[config.mk]
export PLATFORM = sky130hd
export DESIGN_NAME = label_vote_confirmation
export DESIGN_NICKNAME = d
export VERILOG_FILES = /design/src/rtl/core/lvc_pkg.sv /design/src/rtl/core/lvc_votes.sv /design/src/rtl/core/lvc_scan.sv /design/src/rtl/core/label_vote_confirmation.sv
export VERILOG_INCLUDE_DIRS = /design/src /design/src/rtl/core
export SDC_FILE = /design/constraint.sdc
export NUM_CORES = 1
export LEC_CHECK = 0
export ABC_AREA = 1
export BUFFER_PORTS_ARGS = -buffer_cell sky130_fd_sc_hd__clkbuf_2
export CAP_MARGIN = 20
export CELL_PAD_IN_SITES_DETAIL_PLACEMENT = 0
export CELL_PAD_IN_SITES_GLOBAL_PLACEMENT = 2
export CORE_MARGIN = 3
export CORE_UTILIZATION = 42
export CTS_BUF_LIST = sky130_fd_sc_hd__clkbuf_4
export CTS_CLUSTER_DIAMETER = 100
export CTS_CLUSTER_SIZE = 24
export DETAILED_ROUTE_END_ITERATION = 8
export PLACE_DENSITY = 0.85
export SYNTH_ARGS = -nofsm -noshare
export SYNTH_HDL_FRONTEND = slang
export SYNTH_SLANG_ARGS = --single-unit
[constraint.sdc]
create_clock -name clk -period 9.33 [get_ports clk]
set_input_delay 0.933 -clock clk [delete_from_list [all_inputs] [get_ports clk]]
set_output_delay 0.933 -clock clk [all_outputs]
set_load 0.01 [all_outputs]
[src/rtl/core/label_vote_confirmation_macros.svh]
// assertion macros for the label vote confirmation block
`ifndef LABEL_VOTE_CONFIRMATION_MACROS_SVH
`define LABEL_VOTE_CONFIRMATION_MACROS_SVH
`ifndef NO_ASSERTIONS
`define LVC_ASSERT_IMP(name, a, c) \
	name: assert property (@(posedge clk) disable iff (!arst_n) (a) |-> (c)) \
		else $error("assertion failed");
`define LVC_ASSERT_NEXT(name, a, c) \
	name: assert property (@(posedge clk) disable iff (!arst_n) (a) |=> (c)) \
		else $error("assertion failed");
`else
`define LVC_ASSERT_IMP(name, a, c)
`define LVC_ASSERT_NEXT(name, a, c)
`endif
`endif

[src/rtl/core/lvc_pkg.sv]
// shared types, constants and helpers of the label vote confirmation block
`default_nettype none
package lvc_pkg;
	localparam int NUM_CLASSES = 16;
	localparam int PROB_BITS   = 16;
	localparam int ID_W        = 4;
	localparam int IDX_W       = $clog2(NUM_CLASSES);
	localparam int CNT_W       = 8;
	localparam int TOT_W       = CNT_W + IDX_W;
	localparam int RATIO_W     = 10;
	localparam int PROD_W      = RATIO_W + TOT_W;
	localparam int CFG_IDX_W   = 3;
	localparam int CFG_DATA_W  = 10;

	localparam logic [CNT_W-1:0] CNT_MAX = '1;

	localparam logic [CFG_IDX_W-1:0] REG_RATIO_DETECT   = 3'd0;
	localparam logic [CFG_IDX_W-1:0] REG_FRAMES_DETECT  = 3'd1;
	localparam logic [CFG_IDX_W-1:0] REG_EMPTIES_DETECT = 3'd2;
	localparam logic [CFG_IDX_W-1:0] REG_RATIO_TRACK    = 3'd3;
	localparam logic [CFG_IDX_W-1:0] REG_FRAMES_TRACK   = 3'd4;
	localparam logic [CFG_IDX_W-1:0] REG_EMPTIES_TRACK  = 3'd5;

	localparam logic [RATIO_W-1:0] RST_RATIO_DETECT   = 10'd154;
	localparam logic [CNT_W-1:0]   RST_FRAMES_DETECT  = 8'd3;
	localparam logic [CNT_W-1:0]   RST_EMPTIES_DETECT = 8'd8;
	localparam logic [RATIO_W-1:0] RST_RATIO_TRACK    = 10'd154;
	localparam logic [CNT_W-1:0]   RST_FRAMES_TRACK   = 8'd15;
	localparam logic [CNT_W-1:0]   RST_EMPTIES_TRACK  = 8'd5;

	typedef struct packed {
		logic [ID_W-1:0]      shape_id;
		logic [ID_W-1:0]      color_id;
		logic [PROB_BITS-1:0] shape_prob;
		logic                 phase;
	} in_word_t;

	typedef struct packed {
		logic                 shape_found;
		logic [ID_W-1:0]      shape_out;
		logic [PROB_BITS-1:0] shape_prob_out;
		logic                 color_found;
		logic [ID_W-1:0]      color_out;
	} out_word_t;

	typedef struct packed {
		logic                 clr;
		logic                 inc_shape;
		logic                 inc_color;
		logic [IDX_W-1:0]     shape;
		logic [IDX_W-1:0]     color;
		logic [PROB_BITS-1:0] prob;
	} upd_t;

	typedef struct packed {
		logic [IDX_W-1:0] shape_lead;
		logic [IDX_W-1:0] color_lead;
		logic             shape_ok;
		logic             color_ok;
	} lead_t;

	function automatic logic [CNT_W-1:0] sat_inc(input logic [CNT_W-1:0] v);
		return (v == CNT_MAX) ? v : v + 1'b1;
	endfunction

	function automatic logic class_ok(input logic [ID_W-1:0] id);
		return (id != '0) && (32'(id) < NUM_CLASSES);
	endfunction
endpackage
`default_nettype wire

[src/rtl/core/lvc_votes.sv]
// vote counters per shape and color class and last probability per shape
`default_nettype none
module lvc_votes (
	input  wire logic                          clk,
	input  wire logic                          arst_n,
	input  wire lvc_pkg::upd_t                 upd,
	input  wire logic [lvc_pkg::IDX_W-1:0]     rd_idx,
	output logic [lvc_pkg::CNT_W-1:0]          shape_rd,
	output logic [lvc_pkg::CNT_W-1:0]          color_rd,
	input  wire logic [lvc_pkg::IDX_W-1:0]     prob_idx,
	output logic [lvc_pkg::PROB_BITS-1:0]      prob_rd
);
	logic [lvc_pkg::CNT_W-1:0]     shape_q [lvc_pkg::NUM_CLASSES];
	logic [lvc_pkg::CNT_W-1:0]     color_q [lvc_pkg::NUM_CLASSES];
	logic [lvc_pkg::PROB_BITS-1:0] prob_q  [lvc_pkg::NUM_CLASSES];

	always_ff @(posedge clk or negedge arst_n) begin
		if (!arst_n) begin
			for (int i = 0; i < lvc_pkg::NUM_CLASSES; i++) begin
				shape_q[i] <= '0;
				color_q[i] <= '0;
			end
		end else begin
			for (int i = 0; i < lvc_pkg::NUM_CLASSES; i++) begin
				if (upd.clr) begin
					shape_q[i] <= (upd.inc_shape && upd.shape == lvc_pkg::IDX_W'(i)) ?
						lvc_pkg::CNT_W'(1) : '0;
					color_q[i] <= (upd.inc_color && upd.color == lvc_pkg::IDX_W'(i)) ?
						lvc_pkg::CNT_W'(1) : '0;
				end else begin
					if (upd.inc_shape && upd.shape == lvc_pkg::IDX_W'(i)) begin
						shape_q[i] <= lvc_pkg::sat_inc(shape_q[i]);
					end
					if (upd.inc_color && upd.color == lvc_pkg::IDX_W'(i)) begin
						color_q[i] <= lvc_pkg::sat_inc(color_q[i]);
					end
				end
			end
		end
	end

	always_ff @(posedge clk) begin
		if (upd.inc_shape) begin
			prob_q[upd.shape] <= upd.prob;
		end
	end

	assign shape_rd = shape_q[rd_idx];
	assign color_rd = color_q[rd_idx];
	assign prob_rd  = prob_q[prob_idx];
endmodule
`default_nettype wire

[src/rtl/core/lvc_scan.sv]
// iterative leader search and ratio test over both vote arrays
`default_nettype none
module lvc_scan (
	input  wire logic                          clk,
	input  wire logic                          arst_n,
	input  wire logic                          start,
	input  wire logic [lvc_pkg::RATIO_W-1:0]   ratio,
	output logic [lvc_pkg::IDX_W-1:0]          rd_idx,
	input  wire logic [lvc_pkg::CNT_W-1:0]     shape_vote,
	input  wire logic [lvc_pkg::CNT_W-1:0]     color_vote,
	output logic                               done,
	output lvc_pkg::lead_t                     lead
);
	localparam logic [1:0] SC_IDLE  = 2'd0;
	localparam logic [1:0] SC_WALK  = 2'd1;
	localparam logic [1:0] SC_CHK_S = 2'd2;
	localparam logic [1:0] SC_CHK_C = 2'd3;
	localparam logic [lvc_pkg::IDX_W-1:0] IDX_LAST = lvc_pkg::IDX_W'(lvc_pkg::NUM_CLASSES - 1);

	logic [1:0]                  st_q;
	logic [lvc_pkg::IDX_W-1:0]   idx_q;
	logic [lvc_pkg::CNT_W-1:0]   s_best_q, c_best_q;
	logic [lvc_pkg::IDX_W-1:0]   s_lead_q, c_lead_q;
	logic [lvc_pkg::TOT_W-1:0]   s_tot_q, c_tot_q;
	logic                        s_ok_q, c_ok_q, done_q;

	logic [lvc_pkg::CNT_W-1:0]   best_m;
	logic [lvc_pkg::TOT_W-1:0]   tot_m, rest;
	logic [lvc_pkg::PROD_W-1:0]  prod, lhs;
	logic                        pass;

	// one multiplier shared by the two lanes
	always_comb begin
		best_m = (st_q == SC_CHK_C) ? c_best_q : s_best_q;
		tot_m  = (st_q == SC_CHK_C) ? c_tot_q : s_tot_q;
		rest   = tot_m - lvc_pkg::TOT_W'(best_m);
		prod   = lvc_pkg::PROD_W'(ratio) * lvc_pkg::PROD_W'(rest);
		lhs    = lvc_pkg::PROD_W'({best_m, 8'h00});
		pass   = (best_m != '0) && (lhs > prod);
	end

	always_ff @(posedge clk or negedge arst_n) begin
		if (!arst_n) begin
			st_q   <= SC_IDLE;
			idx_q  <= '0;
			done_q <= 1'b0;
		end else begin
			done_q <= 1'b0;
			unique case (st_q)
				SC_IDLE: begin
					if (start) begin
						st_q  <= SC_WALK;
						idx_q <= '0;
					end
				end
				SC_WALK: begin
					idx_q <= idx_q + 1'b1;
					if (idx_q == IDX_LAST) begin
						st_q <= SC_CHK_S;
					end
				end
				SC_CHK_S: begin
					st_q <= SC_CHK_C;
				end
				SC_CHK_C: begin
					st_q   <= SC_IDLE;
					done_q <= 1'b1;
				end
				default: begin
					st_q <= SC_IDLE;
				end
			endcase
		end
	end

	always_ff @(posedge clk) begin
		if (st_q == SC_IDLE && start) begin
			s_best_q <= '0;
			c_best_q <= '0;
			s_lead_q <= '0;
			c_lead_q <= '0;
			s_tot_q  <= '0;
			c_tot_q  <= '0;
		end else if (st_q == SC_WALK) begin
			if (shape_vote > s_best_q) begin
				s_best_q <= shape_vote;
				s_lead_q <= idx_q;
			end
			if (color_vote > c_best_q) begin
				c_best_q <= color_vote;
				c_lead_q <= idx_q;
			end
			s_tot_q <= s_tot_q + lvc_pkg::TOT_W'(shape_vote);
			c_tot_q <= c_tot_q + lvc_pkg::TOT_W'(color_vote);
		end
		if (st_q == SC_CHK_S) begin
			s_ok_q <= pass;
		end
		if (st_q == SC_CHK_C) begin
			c_ok_q <= pass;
		end
	end

	assign rd_idx          = idx_q;
	assign done            = done_q;
	assign lead.shape_lead = s_lead_q;
	assign lead.color_lead = c_lead_q;
	assign lead.shape_ok   = s_ok_q;
	assign lead.color_ok   = c_ok_q;
endmodule
`default_nettype wire

[src/rtl/core/label_vote_confirmation.sv]
// label vote confirmation: majority vote filter over per-frame class verdicts
//
// input channel: in_valid / in_ready with one frame verdict per word (shape,
// color, shape probability, phase). output channel: out_valid / out_ready with
// one confirmation word. configuration: cfg_we writes cfg_data into the
// register chosen by cfg_idx. the user must write it only while the block
// is idle; the block itself does not enforce this. a frame that triggers
// no evaluation is accepted and then passes the update state. a frame that
// triggers an evaluation goes through update, a walk over the vote counters
// (one class per cycle for both categories), two ratio checks on the shared
// multiplier, a handoff through the scan done register and the emit state,
// after which the input is freed again.
// in_ready is high only when the sequencer is idle.
// the result sits in an output register; a new frame is accepted while it
// waits. if the receiver stalls and a second result is ready, the emit cycle
// holds until the output register frees, and input stays blocked meanwhile.
// reset clears all votes, counters and the phase, loads the default register
// values and drops out_valid. no clearing pass is needed.
`default_nettype none
`include "label_vote_confirmation_macros.svh"
module label_vote_confirmation (
	input  wire logic                              clk,
	input  wire logic                              arst_n,
	input  wire logic                              in_valid,
	output logic                                   in_ready,
	input  wire lvc_pkg::in_word_t                 in_data,
	output logic                                   out_valid,
	input  wire logic                              out_ready,
	output lvc_pkg::out_word_t                     out_data,
	input  wire logic                              cfg_we,
	input  wire logic [lvc_pkg::CFG_IDX_W-1:0]     cfg_idx,
	input  wire logic [lvc_pkg::CFG_DATA_W-1:0]    cfg_data
);
	localparam logic [1:0] ST_IDLE = 2'd0;
	localparam logic [1:0] ST_UPD  = 2'd1;
	localparam logic [1:0] ST_SCAN = 2'd2;
	localparam logic [1:0] ST_EMIT = 2'd3;

	logic [lvc_pkg::RATIO_W-1:0] ratio_detect_q, ratio_track_q;
	logic [lvc_pkg::CNT_W-1:0]   frames_detect_q, frames_track_q;
	logic [lvc_pkg::CNT_W-1:0]   empties_detect_q, empties_track_q;

	logic [1:0]                  st_q;
	lvc_pkg::in_word_t           item_q;
	logic                        prev_phase_q;
	logic [lvc_pkg::CNT_W-1:0]   er_q, df_q;
	logic                        out_valid_q;
	lvc_pkg::out_word_t          out_data_q;

	logic                        chg, s_ok, c_ok, empty_clr, eval, emit_fire, scan_start;
	logic [lvc_pkg::RATIO_W-1:0] ratio;
	logic [lvc_pkg::CNT_W-1:0]   frames, empties, er_base, er_inc, df_base, df_inc;
	lvc_pkg::upd_t               upd;
	lvc_pkg::lead_t              lead;
	lvc_pkg::out_word_t          result;
	logic [lvc_pkg::IDX_W-1:0]   rd_idx;
	logic [lvc_pkg::CNT_W-1:0]   shape_rd, color_rd;
	logic [lvc_pkg::PROB_BITS-1:0] prob_rd;
	logic                        scan_done;

	// configuration registers
	always_ff @(posedge clk or negedge arst_n) begin
		if (!arst_n) begin
			ratio_detect_q   <= lvc_pkg::RST_RATIO_DETECT;
			frames_detect_q  <= lvc_pkg::RST_FRAMES_DETECT;
			empties_detect_q <= lvc_pkg::RST_EMPTIES_DETECT;
			ratio_track_q    <= lvc_pkg::RST_RATIO_TRACK;
			frames_track_q   <= lvc_pkg::RST_FRAMES_TRACK;
			empties_track_q  <= lvc_pkg::RST_EMPTIES_TRACK;
		end else if (cfg_we) begin
			unique case (cfg_idx)
				lvc_pkg::REG_RATIO_DETECT:   ratio_detect_q   <= cfg_data;
				lvc_pkg::REG_FRAMES_DETECT:  frames_detect_q  <= cfg_data[lvc_pkg::CNT_W-1:0];
				lvc_pkg::REG_EMPTIES_DETECT: empties_detect_q <= cfg_data[lvc_pkg::CNT_W-1:0];
				lvc_pkg::REG_RATIO_TRACK:    ratio_track_q    <= cfg_data;
				lvc_pkg::REG_FRAMES_TRACK:   frames_track_q   <= cfg_data[lvc_pkg::CNT_W-1:0];
				lvc_pkg::REG_EMPTIES_TRACK:  empties_track_q  <= cfg_data[lvc_pkg::CNT_W-1:0];
				default: begin
				end
			endcase
		end
	end

	always_comb begin
		chg       = item_q.phase != prev_phase_q;
		ratio     = item_q.phase ? ratio_track_q : ratio_detect_q;
		frames    = item_q.phase ? frames_track_q : frames_detect_q;
		empties   = item_q.phase ? empties_track_q : empties_detect_q;
		s_ok      = lvc_pkg::class_ok(item_q.shape_id);
		c_ok      = lvc_pkg::class_ok(item_q.color_id);
		er_base   = chg ? '0 : er_q;
		er_inc    = lvc_pkg::sat_inc(er_base);
		df_base   = chg ? '0 : df_q;
		df_inc    = lvc_pkg::sat_inc(df_base);
		empty_clr = !s_ok && (er_inc >= empties);
		eval      = s_ok && (df_inc > frames);
		emit_fire = (st_q == ST_EMIT) && (!out_valid_q || out_ready);
		scan_start = (st_q == ST_UPD) && eval;
	end

	always_comb begin
		upd           = '0;
		upd.shape     = lvc_pkg::IDX_W'(item_q.shape_id);
		upd.color     = lvc_pkg::IDX_W'(item_q.color_id);
		upd.prob      = item_q.shape_prob;
		if (st_q == ST_UPD) begin
			upd.clr       = chg || empty_clr;
			upd.inc_shape = s_ok;
			upd.inc_color = s_ok && c_ok;
		end else if (emit_fire) begin
			upd.clr       = 1'b1;
		end
	end

	always_comb begin
		result.shape_found    = lead.shape_ok && (lead.shape_lead != '0);
		result.shape_out      = result.shape_found ? lvc_pkg::ID_W'(lead.shape_lead) : '0;
		result.shape_prob_out = result.shape_found ? prob_rd : '0;
		result.color_found    = lead.color_ok && (lead.color_lead != '0);
		result.color_out      = result.color_found ? lvc_pkg::ID_W'(lead.color_lead) : '0;
	end

	always_ff @(posedge clk or negedge arst_n) begin
		if (!arst_n) begin
			st_q         <= ST_IDLE;
			prev_phase_q <= 1'b0;
			er_q         <= '0;
			df_q         <= '0;
			out_valid_q  <= 1'b0;
		end else begin
			if (out_valid_q && out_ready) begin
				out_valid_q <= 1'b0;
			end
			unique case (st_q)
				ST_IDLE: begin
					if (in_valid) begin
						st_q <= ST_UPD;
					end
				end
				ST_UPD: begin
					prev_phase_q <= item_q.phase;
					if (s_ok) begin
						er_q <= '0;
						df_q <= df_inc;
					end else if (empty_clr) begin
						er_q <= '0;
						df_q <= '0;
					end else begin
						er_q <= er_inc;
						df_q <= df_base;
					end
					st_q <= eval ? ST_SCAN : ST_IDLE;
				end
				ST_SCAN: begin
					if (scan_done) begin
						st_q <= ST_EMIT;
					end
				end
				ST_EMIT: begin
					if (emit_fire) begin
						df_q        <= '0;
						out_valid_q <= 1'b1;
						st_q        <= ST_IDLE;
					end
				end
				default: begin
					st_q <= ST_IDLE;
				end
			endcase
		end
	end

	always_ff @(posedge clk) begin
		if (in_valid && in_ready) begin
			item_q <= in_data;
		end
		if (emit_fire) begin
			out_data_q <= result;
		end
	end

	lvc_votes u_votes (
		.clk      (clk),
		.arst_n   (arst_n),
		.upd      (upd),
		.rd_idx   (rd_idx),
		.shape_rd (shape_rd),
		.color_rd (color_rd),
		.prob_idx (lead.shape_lead),
		.prob_rd  (prob_rd)
	);

	lvc_scan u_scan (
		.clk        (clk),
		.arst_n     (arst_n),
		.start      (scan_start),
		.ratio      (ratio),
		.rd_idx     (rd_idx),
		.shape_vote (shape_rd),
		.color_vote (color_rd),
		.done       (scan_done),
		.lead       (lead)
	);

	assign in_ready  = (st_q == ST_IDLE);
	assign out_valid = out_valid_q;
	assign out_data  = out_data_q;

	`LVC_ASSERT_NEXT(a_accept_updates, in_valid && in_ready, st_q == ST_UPD)
	`LVC_ASSERT_IMP(a_done_in_scan, scan_done, st_q == ST_SCAN)
	`LVC_ASSERT_IMP(a_no_shape_zero, out_valid && !out_data.shape_found,
		out_data.shape_out == '0 && out_data.shape_prob_out == '0)
	`LVC_ASSERT_IMP(a_found_nonzero, out_valid && out_data.color_found,
		out_data.color_out != '0)
endmodule
`default_nettype wire

Yosys cells after proc, flatten, opt, wreduce, memory -nomap -nowiden --
Memory sizes are Yosys's and may differ from the RTL's. A register that Yosys moved wholly into a read port is not among the register bits. Cells that the tools add are included.
Operators by class: add/sub/neg operators 38, $mul 1, divide/modulo/power cells 0, magnitude comparators 6, equality and inequality tests 114, shift-type cells 0, mux-type cells 168, bitwise operators 1, reduce and logical (&&, ||, !) cells 136
Operators by type and width (count):
- $mux 8 | 112
- $add 8x1->8 const B | 34
- $eq 8x8->1 const B | 34
- $reduce_and 2->1 | 43
- $ne 2x1->1 const B | 35
- $eq 4x4->1 const B | 17
- $reduce_bool 2->1 | 34
- $bmux 8 s4 | 2
- $logic_and 1x1->1 | 43
- $mux 1 | 40
- $eq 4x3->1 const B | 8
- $add 12x8->12 | 2
- $gt 8x8->1 | 3
- $gt 16x22->1 | 1
- $mul 10x12->22 | 1
- $eq 4x2->1 const B | 4
- $pmux 2 s4 | 2
- $pmux 8 s2 | 1
- $reduce_bool 4->1 | 4
- $mux 2 | 7
- $mux 12 | 1
- $sub 12x8->12 | 1
- $mux 10 | 1
- $eq 2x2->1 const B | 4
- other kinds (20) | 30
Storage, ports and cells: register bits 420, bits in latches 0, RAM bits 256, bits in read-only memories 0, output and inout port bits 28, logic and storage cells 527, memories kept 1
Memory list:
- u_votes.prob_q | words 16, width 16, rd ports 1, clocked after memory_dff 1, wr ports 1, line lvc_votes.sv:15 | logic [lvc_pkg::PROB_BITS-1:0] prob_q [lvc_pkg::NUM_CLASSES];

Depth between registers and ports, before layout --
Gate-level depths: netlist of run 1.
depth after elaboration 10, mapped depth 44, gate-level depth less buffers 42

By module --
Synthesis of run 1 repeated with hierarchy kept, for this count alone.
Unflattened totals: cell total of the unflattened synthesis 5711, area, all modules 43226.5 um2
By module, submodules not included:
- lvc_votes | times used 1, cells each 3966, area an instance 29219.3 um2, seq. area each 14093.5 um2
- lvc_scan | times used 1, cells each 1114, area an instance 8112.8 um2, seq. area each 1196.1 um2
- label_vote_confirmation | times used 1, cells each 631, area an instance 5894.4 um2, seq. area each 3354.5 um2

Least setup slack after synthesis of run 1 --
OpenSTA, ideal clock, no wires.
path kind flip-flop to flip-flop, from register u_scan.st_q[0], to register u_scan.c_ok_q, data pin, arrival 7.296 ns, required time 9.069 ns, slack 1.773 ns, stages on the path, launching flop included 40, period minus slack after synthesis 7.557 ns, path through dfrtp_1 > ha_1 > buf_2 > clkbuf_1 > nand2_1 > o21ai_0 > inv_1 > ha_1 > fa_1 > o21ai_0 > nand4_1 > o211ai_1 > inv_1 > or2_2 > nand2_1 > inv_1 > nand2_1 > fa_1 > [4 not listed] > inv_1 > fa_1 > inv_1 > ha_1 > nand2_1 > inv_1 > a21oi_1 > nand3_1 > a21oi_1 > xor2_1 > ha_1 > nand2_1 > inv_1 > nand2_1 > nor2_1 > nand2_1 > nand4_1 > a21oi_1
On the way: longest elaborated chain between the ends 6, elaborated cells between the ends (all ways) 8, classes of those cells add/sub (1); mul (1); order compare (1); eq/ne (1); mux (2); reduce/logical (2)
Ends and longest elaborated chain:
- from (decl) | line lvc_scan.sv:20 | logic [1:0] st_q;
- from (signal assigned) | line lvc_scan.sv:44 | st_q <= SC_IDLE;
- from (signal assigned) | line lvc_scan.sv:52 | st_q <= SC_WALK;
- from (signal assigned) | line lvc_scan.sv:59 | st_q <= SC_CHK_S;
- $eq 2x2->1 (*) | line lvc_scan.sv:34, lvc_scan.sv:35
- $mux 12 / $mux 8 (equally long branches) | line lvc_scan.sv:35, lvc_scan.sv:34
- $sub 12x8->12 | line lvc_scan.sv:36 | rest = tot_m - lvc_pkg::TOT_W'(best_m);
- $mul 10x12->22 | line lvc_scan.sv:37 | prod = lvc_pkg::PROD_W'(ratio) * lvc_pkg::PROD_W'(rest);
- $gt 16x22->1 | line lvc_scan.sv:39 | pass = (best_m != '0) && (lhs > prod);
- $logic_and 1x1->1 (*) | line lvc_scan.sv:39
- via u_scan.pass | line lvc_scan.sv:30 | logic pass;
- to (signal assigned) | line lvc_scan.sv:100 | c_ok_q <= pass;
- to (decl) | line lvc_scan.sv:25 | logic s_ok_q, c_ok_q, done_q;
Mark *: on every way through the listed nets, which the timed path passes. The rest lies on a longest branch. A chain may end at the register's enable or synchronous reset.

Final worst setup path of run 1 --
from register u_scan.st_q[0], to register u_scan.s_ok_q, data pin
On the way: longest elaborated chain between the ends 6, elaborated cells between the ends (all ways) 8, classes of those cells add/sub (1); mul (1); order compare (1); eq/ne (1); mux (2); reduce/logical (2)
Ends and longest elaborated chain:
- $eq 2x2->1 (*) | line lvc_scan.sv:34, lvc_scan.sv:35
- $mux 12 / $mux 8 (equally long branches) | line lvc_scan.sv:35, lvc_scan.sv:34
- $sub 12x8->12 | line lvc_scan.sv:36
- $mul 10x12->22 | line lvc_scan.sv:37
- $gt 16x22->1 | line lvc_scan.sv:39
- $logic_and 1x1->1 (*) | line lvc_scan.sv:39
- via u_scan.pass | line lvc_scan.sv:30
- to (signal assigned) | line lvc_scan.sv:97 | s_ok_q <= pass;
- to (decl) | line lvc_scan.sv:25
Marks and branches as above.

==> results.py, run 1 <==
metrics = {
    "run_status": {
        "status": "completed",
    },
    "floorplan": {
        "dieArea_mm2": 0.0953,
        "rows": 110,
        "ios": 71,
        "core_mm2": 0.0904,
        "initial_core_util_pct": 42.6,
        "chipWidth_um": 309,
        "die_y_um": 309,
    },
    "place": {
        "portBuffers": 70,
        "dpl.hpwl_um": 69900,
        "place_area_mm2": 0.0402,
        "dp_cells": 5482,
        "gp_congestion": 0.867,
    },
    "logic_synthesis": {
        "yosys.cell_types.count": 61,
        "synth_seq_cells": 692,
        "yosysWarningCount": 0,
        "synth_edf_count": 309,
        "ys_seq_area_share_pct": 48.4,
        "syn_area_mm2": 0.0385,
        "synth_flop_cell": "dfrtp_1",
        "avgSynthCellArea_um2": 8.88,
        "async_flop_share_pct": 48.4,
        "syn_inst": 4334,
    },
    "cts": {
        "ctsResizeCount": 0,
        "cts_setup_buffers": 0,
        "clk_path_buf_depth": 3,
        "cts_sinks": 692,
        "cts_hold_buf": 1,
        "clkSlewWorstSetupHoldPaths_ps": 230,
        "h-tree-depth": 2,
        "clk_latency_ps": 890,
        "tritoncts": "yes",
        "cts_buffers": 37,
        "root_buffer": "clkbuf_4",
    },
    "routing": {
        "vias_per_cell": 5.23,
        "drtPass1Iterations": 5,
        "wl_per_cell_um": 18.5,
        "drtIter0Drc": 2087,
        "vias": 29056,
        "drt-total-wl_um": 103000,
        "drc": 0,
        "drt.antenna.violating_nets": 0,
    },
    "layout": {
        "drive_gt1_share_pct": 7.22,
        "syn_to_final_growth_pct": 6.14,
        "layoutNonFillerInstCount": 5555,
        "fill_cells": 8980,
        "nNetsFinal": 4629,
        "fin_area_mm2": 0.0408,
    },
    "grt": {
        "grt_max_degree": 163,
        "antenna_found_initial": 4,
        "overflow": 0,
        "grt_pass1_vias": 28198,
        "grtUsageTotal_pct": 21.6,
        "grt_pass1_wl_um": 163000,
    },
    "worst_setup_path": {
        "cp.arrival_ps": 9030,
        "required_ps": 10050,
        "crit_slowest_cell": "xor2_1",
        "crit_path_end_kind": "register",
        "critical-path-max-stage-delay_ps": 590,
        "startpoint_type": "register",
        "critPathMaxFanout": 15,
        "criticalPathCategory": "reg -> reg",
    },
    "timing": {
        "fin_tns_setup_ps": 0,
        "worstMarginPinSlew_ps": 977,
        "rsz0062_at_grt": "no",
        "max_freq_ghz": 0.120,
        "slew_headroom_pct": 34.9,
        "slew_viol_final": 0,
        "fin_skew_ps": 87.8,
        "setup_viol": 0,
        "fin_crit_ps": 8310,
        "layout_worst_path_cycle_share_pct": 89.0,
        "hold_viol": 0,
    },
    "job": {
        "cap_violations": 0,
    },
    "min_path": {
        "hold_path_class": "in -> reg",
    },
}
registers in the layout (all words and copies together), names as in the netlist, 8 cells and up, named ones only:
name / cells
df_q: 8
empties_detect_q: 8
empties_track_q: 8
er_q: 8
frames_detect_q: 8
frames_track_q: 8
item_q: 25
out_data: 26
ratio_detect_q: 10
ratio_track_q: 10
u_scan.c_best_q: 8
u_scan.c_tot_q: 12
u_scan.s_best_q: 8
u_scan.s_tot_q: 12
u_votes.color_q: 128
u_votes.prob_q: 256
u_votes.shape_q: 128
per-layer routing:
| metal | share of wire (%) | GRT usage [%] | up-vias |
|---|---|---|---|
| met5 | 0.026 | 0 | - |
| met4 | 2.1 | 4.96 | 4 |
| met3 | 4.1 | 2.69 | 102 |
| met2 | 46 | 34.4 | 475 |
| met1 | 48 | 31.5 | 13964 |
| li1 | - | - | 14511 |
area by class of cell:
cell class	count	area [µm²]	area share, %
Sequential cell	692	18700	45.7
Multi-Input combinational cell	2941	17200	42.2
Inverter	558	2100	5.14
Tap cell	1176	1470	3.60
Timing Repair Buffer	117	766	1.87
Clock buffer	53	398	0.974
Clock inverter	15	211	0.518
Antenna cell	3	7.51	0.0184
through the flow:
step | hold slack (ps) | setup slack, ps | util, %
6_report | 184 | 1020 | 45.2
5_1_grt | 87.8 | 356 | 45.2
4_1_cts | 85.8 | 999 | 45.1
3_5_place_dp | 462 | 1070 | 44.5
3_3_place_gp | 461 | 1170 | 44.5
2_1_floorplan | 444 | 1770 | -
cell usage in the layout (no fill, tap or decap), drive strengths merged, types with 7 or more instances in the layout:
cell type,count
o311a,8
a31oi,48
conb,16
o22ai,16
ha,158
dfxtp,48
nor4,13
dfstp,17
buf,47
clkbuf,122
nand3,197
xor2,99
nand4,40
fa,81
a211oi,26
o21bai,8
nor2,443
nor3b,34
o221ai,64
mux2i,16
nor3,105
edfxtp,309
a21oi,306
inv,551
nand2,854
o211ai,27
o21ai,315
dfrtp,318
o31a,8
or2,11
nand3b,7
xnor2,18
clkinv,18
Yosys cell counts (64+ instances only):
master | count | area (µm²)
a21oi_1 | 306 | 1530
clkbuf_1 | 137 | 514
dfrtp_1 | 318 | 7960
edfxtp_1 | 309 | 9280
fa_1 | 81 | 1620
ha_1 | 158 | 1980
inv_1 | 540 | 2030
nand2_1 | 840 | 3150
nand3_1 | 191 | 956
nor2_1 | 406 | 1520
nor3_1 | 94 | 470
o21ai_0 | 309 | 1550
o221ai_1 | 64 | 561
xor2_1 | 99 | 867
worst paths after layout:
check                      slack (ps)                               to                            start  cells past startpoint
max                              1020          u_scan.s_ok_q$_DFFE_PP_       u_scan.st_q[0]$_DFFE_PN0P_                     38
min reg2reg                       490  u_scan.s_best_q[4]$_SDFFE_PP0P_  u_scan.s_best_q[4]$_SDFFE_PP0P_                      2
min                               180             item_q[13]$_DFFE_PP_                      in_data[13]                      1
max reg2reg                      1020          u_scan.s_ok_q$_DFFE_PP_       u_scan.st_q[0]$_DFFE_PN0P_                     38
min in group asynchronous         570  empties_detect_q[5]$_DFFE_PN0P_                           arst_n                      2
max in group asynchronous        6600   u_votes.shape_q[4]$_DFFE_PN0P_                           arst_n                      4
logic make-up (layout without fill, tap and decap cells):
group,Yosys count,after routing,synth area share [%]
flops,692,692,48.4
buf+inv,716,743,7.03
xor+xnor,117,117,2.66
fa+ha+maj,239,239,9.35
mux,20,20,0.533
other cells,1,19,0.00974
simple gates,1709,1709,19.5
compound gates,840,840,12.5
critical path, delay by kind of cell (launching register included):
family,cells,cell delay [ps]
AND/OR/NAND/NOR,13,1170
flip-flops,1,460
AO/OA/AOI/OAI,5,960
adder cells (fa/ha/maj),10,4070
XOR/XNOR,2,770
buffers and inverters,8,690
Power of run 1 is left out: the tool's default activity adds up to more than one toggle a clock period on the data nets, which glitch-free logic cannot reach.
==> run 2: changes to the inputs <==
--- a/config.mk
+++ b/config.mk
@@ -18,6 +18,7 @@
 export CTS_CLUSTER_SIZE = 24
 export DETAILED_ROUTE_END_ITERATION = 8
 export PLACE_DENSITY = 0.85
+export RECOVER_POWER = 100
 export SYNTH_ARGS = -nofsm -noshare
 export SYNTH_HDL_FRONTEND = slang
 export SYNTH_SLANG_ARGS = --single-unit
==> run 2 against run 1 <==
Against the previous run: the flow now finishes with violations (capacitance limit, slew limit); flip-flop and latch count did not move; worst setup slack worse by 13 ps; hold slack worse by 2.8 ps; cell count is the same; sequential share of layout area increased by 0.23 points; final area fell by 0.50%; routed wire length grew 0.13%; global-route usage did not move; non-clock buffer count unchanged; register-to-register slack about the same; first-iteration DRC count rose by 4.1%; via count up 0.20%; largest cell class unchanged; highest routed layer unchanged.
==> results.py, run 2 (same netlist as run 1, synthesis figures left out) <==
metrics = {
    "cts": {
        "root_buffer": "clkbuf_4",
        "clk_latency_ps": 880,
        "h-tree-depth": 2,
        "ctsResizeCount": 0,
        "clk_path_buf_depth": 3,
        "tritoncts": "yes",
        "cts_buffers": 37,
        "clkSlewWorstSetupHoldPaths_ps": 230,
        "cts_sinks": 692,
    },
    "min_path": {
        "worstHoldStart": "in_data[13]",
        "hold_path_class": "in -> reg",
    },
    "floorplan": {
        "core_mm2": 0.0904,
        "chipWidth_um": 309,
        "rows": 110,
        "die_y_um": 309,
        "initial_core_util_pct": 42.6,
        "dieArea_mm2": 0.0953,
        "ios": 71,
    },
    "routing": {
        "drtIter0Drc": 2172,
        "drtPass1Iterations": 6,
        "vias_per_cell": 5.24,
        "vias": 29114,
        "wl_per_cell_um": 18.5,
        "drc": 0,
        "drt-total-wl_um": 103000,
        "drt.antenna.violating_nets": 0,
    },
    "timing": {
        "fin_crit_ps": 8320,
        "rsz0062_at_grt": "no",
        "max_freq_ghz": 0.120,
        "slew_headroom_pct": -182,
        "fin_tns_setup_ps": 0,
        "hold_viol": 0,
        "worstMarginPinSlew_ps": 4230,
        "setup_viol": 0,
        "fin_skew_ps": 83.1,
        "layout_worst_path_cycle_share_pct": 89.2,
        "slew_viol_final": 592,
    },
    "grt": {
        "overflow": 0,
        "antenna_found_initial": 4,
        "grtUsageTotal_pct": 21.6,
        "grt_max_degree": 163,
        "grt_pass1_vias": 28198,
        "grt_pass1_wl_um": 163000,
    },
    "place": {
        "portBuffers": 70,
        "gp_congestion": 0.867,
        "dpl.hpwl_um": 69900,
    },
    "layout": {
        "reg_top3": "u_votes.prob_q (256), u_votes.color_q (128), u_votes.shape_q (128)",
        "syn_to_final_growth_pct": 5.61,
        "drive_gt1_share_pct": 5.48,
        "most-common-layout-cells": "838 x nand2_1, 541 x inv_1, 403 x nor2_1",
        "final_common_cell": "nand2_1",
        "max_flop_register": "u_votes.prob_q",
        "largest_register_ff_count": 256,
        "nNetsFinal": 4629,
    },
    "worst_setup_path": {
        "r2r_end": "u_scan.s_ok_q$_DFFE_PP_",
        "r2r_cells": 38,
        "cp.arrival_ps": 9040,
        "required_ps": 10050,
        "worstSetupEndpoint": "u_scan.s_ok_q$_DFFE_PP_",
        "critical-path-max-stage-delay_ps": 600,
        "crit_slowest_cell": "xor2_1",
        "r2r_setup_slack_ps": 1010,
        "rr_startpoint": "u_scan.st_q[0]$_DFFE_PN0P_",
        "criticalPathCategory": "reg -> reg",
        "critPathMaxFanout": 15,
        "critPathLaunch": "u_scan.st_q[0]$_DFFE_PN0P_",
        "startpoint_type": "register",
        "crit_path_end_kind": "register",
    },
    "run_status": {
        "violations": "capacitance limit, slew limit",
        "status": "finished with violations",
    },
    "job": {
        "cap_violations": 21,
    },
}
[run 2: cell count changes in the layout (fill, tap and decap cells not counted), sizes merged]
cell and change:
buf -24, clkbuf +24, clkinv +1, inv -1
[run 2: stage by stage]
step	setup WS (ps)	hold WS [ps]	instances	cell area (µm²)	utilization, %
floorplan	1770	444	4349	38500	-
global placement	1170	461	5482	40200	44.5
detailed placement	1070	462	5482	40200	44.5
CTS	999	85.8	5551	40800	45.1
global route	356	87.8	5555	40600	44.9
finish	1010	181	5555	40600	44.9
[run 2: worst max-delay path, delay by kind of cell (launching register included)]
family                     cells  cell delay [ps]
DFF                            1              460
and+or+nand+nor               13             1190
adders and majority gates     10             4070
buffers and inverters          8              690
xor gates and xnor gates       2              780
AOI/OAI and AO/OA              5              970
[run 2: final cells by class]
class                   instances  area (µm²)
fillers                      9019       49800
clock inverters                15         211
flip-flops and latches        692       18700
inverters                     558        2100
diodes                          3        7.51
repair buffers                117         612
multi-input cells            2941       17200
well taps                    1176        1470
clock buffers                  53         398
[run 2: routing by layer]
layer / up-vias / part of all wire, % / global-route usage, %
li1: 14514 / - / -
met1: 14021 / 48 / 31.5
met2: 469 / 46 / 34.4
met3: 106 / 4.0 / 2.69
met4: 4 / 2.2 / 4.96
met5: - / 0.026 / 0
[run 2: timing repair]
action / 4_1_cts / 5_1_grt
endpoints found under the hold margin: 58 / 0
hold buffers: 1 / 0
buffers inserted: 0 / 0
[run 2: how the worst min path moves through the flow]
stage / endpoint / depth (start not counted)
2_1_floorplan: u_scan.c_lead_q[3]$_SDFFE_PP0P_ / 2
3_3_place_gp: u_scan.s_best_q[4]$_SDFFE_PP0P_ / 2
3_5_place_dp: u_scan.s_best_q[4]$_SDFFE_PP0P_ / 2
4_1_cts: item_q[8]$_DFFE_PP_ / 1
5_1_grt: item_q[7]$_DFFE_PP_ / 1
6_report: item_q[13]$_DFFE_PP_ / 1
Power of run 2 is left out for the same reason.
